## config.mk

```make
export PLATFORM = sky130hd
export DESIGN_NAME = rc5_ram
export DESIGN_NICKNAME = d
export VERILOG_FILES = /design/src/rtl/rc5_ram.sv
export SDC_FILE = /design/constraint.sdc
export NUM_CORES = 1
export LEC_CHECK = 0
export BUFFER_PORTS_ARGS = -buffer_cell sky130_fd_sc_hd__buf_2
export CAP_MARGIN = 15
export CORE_MARGIN = 1.5
export CORE_UTILIZATION = 60
export DETAILED_ROUTE_END_ITERATION = 16
export PLACE_DENSITY = 0.78
export SYNTH_ARGS = -nofsm -noshare
export SYNTH_HDL_FRONTEND = slang
export SYNTH_SLANG_ARGS = --single-unit
```

## constraint.sdc

```tcl
create_clock -name clk -period 4.87 [get_ports clk]
set_input_delay 0.487 -clock clk [delete_from_list [all_inputs] [get_ports clk]]
set_output_delay 0.487 -clock clk [all_outputs]
set_load 0.1 [all_outputs]
```

## src/rtl/rc5_ram.sv

```systemverilog
// Generic single-write, single-read synchronous RAM with registered read data.
// No dependencies.
module rc5_ram #(
    parameter int WIDTH = 32,
    parameter int DEPTH = 13,
    localparam int ADDR_W = $clog2(DEPTH)
) (
    input  logic              clk,
    input  logic              we,
    input  logic [ADDR_W-1:0] waddr,
    input  logic [WIDTH-1:0]  wdata,
    input  logic [ADDR_W-1:0] raddr,
    output logic [WIDTH-1:0]  rdata
);

    logic [WIDTH-1:0] mem [DEPTH];
    logic [WIDTH-1:0] rdata_reg;

    always_ff @(posedge clk)
    begin
        if (we)
        begin
            mem[waddr] <= wdata;
        end
        rdata_reg <= mem[raddr];
    end

    assign rdata = rdata_reg;

endmodule

```

==> flow_metrics.tcl <==
set metrics [dict create \
    status "finished, final reports clean" \
    clk_latency_ps 530 \
    cts_buffers 44 \
    ctsResizeCount 0 \
    worstReg2RegStart "mem[1][0]" \
    crit_required_ps 5310 \
    p_seq_frac 0.536 \
    worstHoldPathCells 1 \
    drc 0 \
    largest_reg_flops 416 \
    final_cell_mix "edfxtp_1, buf_2, mux4_2, clkbuf_16, mux4_1" \
    setup_viol 0 \
    cap_viol_max_count 0 \
    antenna_found_initial 2 \
    ios 74 \
    dp_cells 1097 \
    nNetsFinal 844 \
    worstPathArrival_ps 2570 \
    die_x_um 169 \
    core_area_um2 27000 \
    final_common_cell "edfxtp_1" \
    ys_warn_count 0 \
    gr-total-overflow 0 \
    hold_class "in -> reg" \
    hold_viol 0 \
    cts-hold-fix-buffers 0 \
    rsz0062_at_grt "false" \
    p_int_w 0.00631 \
    path_max_fanout 25 \
    synth.area.top_cells "edfxtp_1, mux4_2, mux4_1" \
    synth-seq-cells 448 \
    drt_pass1_iterations 4 \
    cts_sinks 448 \
    clockBufferDepth 3 \
    viasPerCell 6.35 \
    grt_max_degree 55 \
    synth_flop_cell "edfxtp_1" \
    place_hpwl_mm 17.0 \
    finClkSkew_ps 10.3 \
    ir_drop_mv 0.353 \
    cts.htree.levels 2 \
    avgRoutedWirePerCell_um 28.2 \
    synth_edf_count 416 \
    syn-num-nets 742 \
    hold_end "mem[3][14]" \
    syn_avg_cell_area_um2 23.6 \
    worst_r2r_path_depth 3 \
    seq_area_frac_synth 0.796 \
    synth_top_area_share 0.757 \
    synth_area_um2 16500 \
    grt_pass1_wl_mm 49.6 \
    r2r_slack_ps 3500 \
    r2r_end "rdata[0]" \
    setup_tns_ps 0 \
    vias 7481 \
    synthCells 700 \
    maxSlewHeadroom 0.210 \
    design.die.area_um2 28500 \
    worst_pin_slew_ps 1190 \
    initial_core_util 0.612 \
    layout_min_cycle_time_ps 2130 \
    layout-drive-gt1-share 0.264 \
    die_h_um 169 \
    post-route-period-util 0.437 \
    p_comb_frac 0.069 \
    maxSlewViolCount 0 \
    p_per_area_nw_per_um2 433 \
    globalplace.congestion 0.718 \
    clk_pin_slew_worst_paths_ps 60 \
    sw_frac_of_total 0.219 \
    drtIter0Drc 602 \
    clockPowerShare 0.395 \
    finalNonFillerCells 1178 \
    hold_start "wdata[14]" \
    track_usage 0.242 \
    drt_wl_total_mm 33.2 \
    cp-start-kind "input pin" \
    asyncSetResetFlopFracSynth 0 \
    endpoint_kind "register" \
    p_leak_nw 6.17 \
    port_buffers 73 \
    post_cts_buffers 0 \
    ant_nets 0 \
    fmax_mhz 470 \
    syn_to_final_growth_pct 13.0 \
    cts_tree "done" \
    cts_root_buffer "clkbuf_16" \
    fp-row-count 60 \
    grt_pass1_vias 8017 \
    critical_path_class "in -> reg" \
    synth_cell_types 20 \
    net-switching-power_w 0.00177 \
    yosysTopAreaCell "edfxtp_1" \
]
## how the worst max path moves through the flow
stage	start	end	slack (ps)	cells after the start
finish	raddr[2]	rdata[21]	2740	5
detailed placement	raddr[1]	rdata[24]	2180	5
floorplan	waddr[2]	mem[0][0]	1200	2
global route	raddr[0]	rdata[17]	2610	5
global placement	raddr[1]	rdata[24]	2270	5
CTS	raddr[1]	rdata[24]	2750	5
## through the flow
stage | instance area (µm²) | power, W | worst slack [ps] | utilization | hold WS [ps]
finish | 18600 | 0.00808 | 2740 | 0.692 | 287
global route | 18600 | 0.00829 | 2610 | 0.692 | 293
CTS | 18600 | 0.00813 | 2750 | 0.692 | 270
floorplan | 16500 | 0.00482 | 1200 | - | 509
global placement | 17300 | 0.00495 | 2270 | 0.641 | 526
detailed placement | 17300 | 0.00497 | 2180 | 0.641 | 530
## per-layer routing
layer,track usage,share of wire,vias up
met5,0,0.00039,-
met4,0.0699,0.025,2
li1,-,-,3205
met2,0.421,0.52,314
met1,0.325,0.39,3899
met3,0.0355,0.066,61
## worst max-delay path: stages
cell,delay [ps]
buf_2,600
buf_4,360
nand2b_1,670
o22ai_1,210
a21oi_1,220
## layout make-up
cell class                      instances  area, µm²
Clock inverter                         20        135
Clock buffer                           60       1220
Sequential cell                       448      13100
Antenna cell                            1       2.50
Multi-Input combinational cell        216       3210
Tap cell                              341        427
Timing Repair Buffer                   92        515
Fill cell                            1543       8310
## power groups by stage
stage | registers, W | clock network, W | logic, W
floorplan | 0.00461 | 0 | 0.000209
CTS | 0.00433 | 0.00323 | 0.000565
global route | 0.00434 | 0.00336 | 0.000589
detailed placement | 0.00441 | 0 | 0.000561
global placement | 0.00441 | 0 | 0.000545
finish | 0.00433 | 0.00319 | 0.000560
## cell usage after synthesis (2+ instances only)
cell,instances
a21oi_1,32
buf_1,2
buf_2,11
buf_4,9
buf_6,10
clkbuf_1,4
dfxtp_1,32
edfxtp_1,416
mux2i_1,32
mux4_1,40
mux4_2,56
nand2b_1,4
nand3b_1,2
nor2_1,9
nor3_1,4
o22ai_1,32
or2_2,2
## logic make-up after synthesis
kind of cell           share of synthesized area
AND/OR/NAND/NOR                          0.00750
flip-flops                                 0.796
AO/OA/AOI/OAI                             0.0218
buffers and inverters                     0.0156
multiplexers                               0.159
Note: power is estimated with default switching activity, not from simulation.
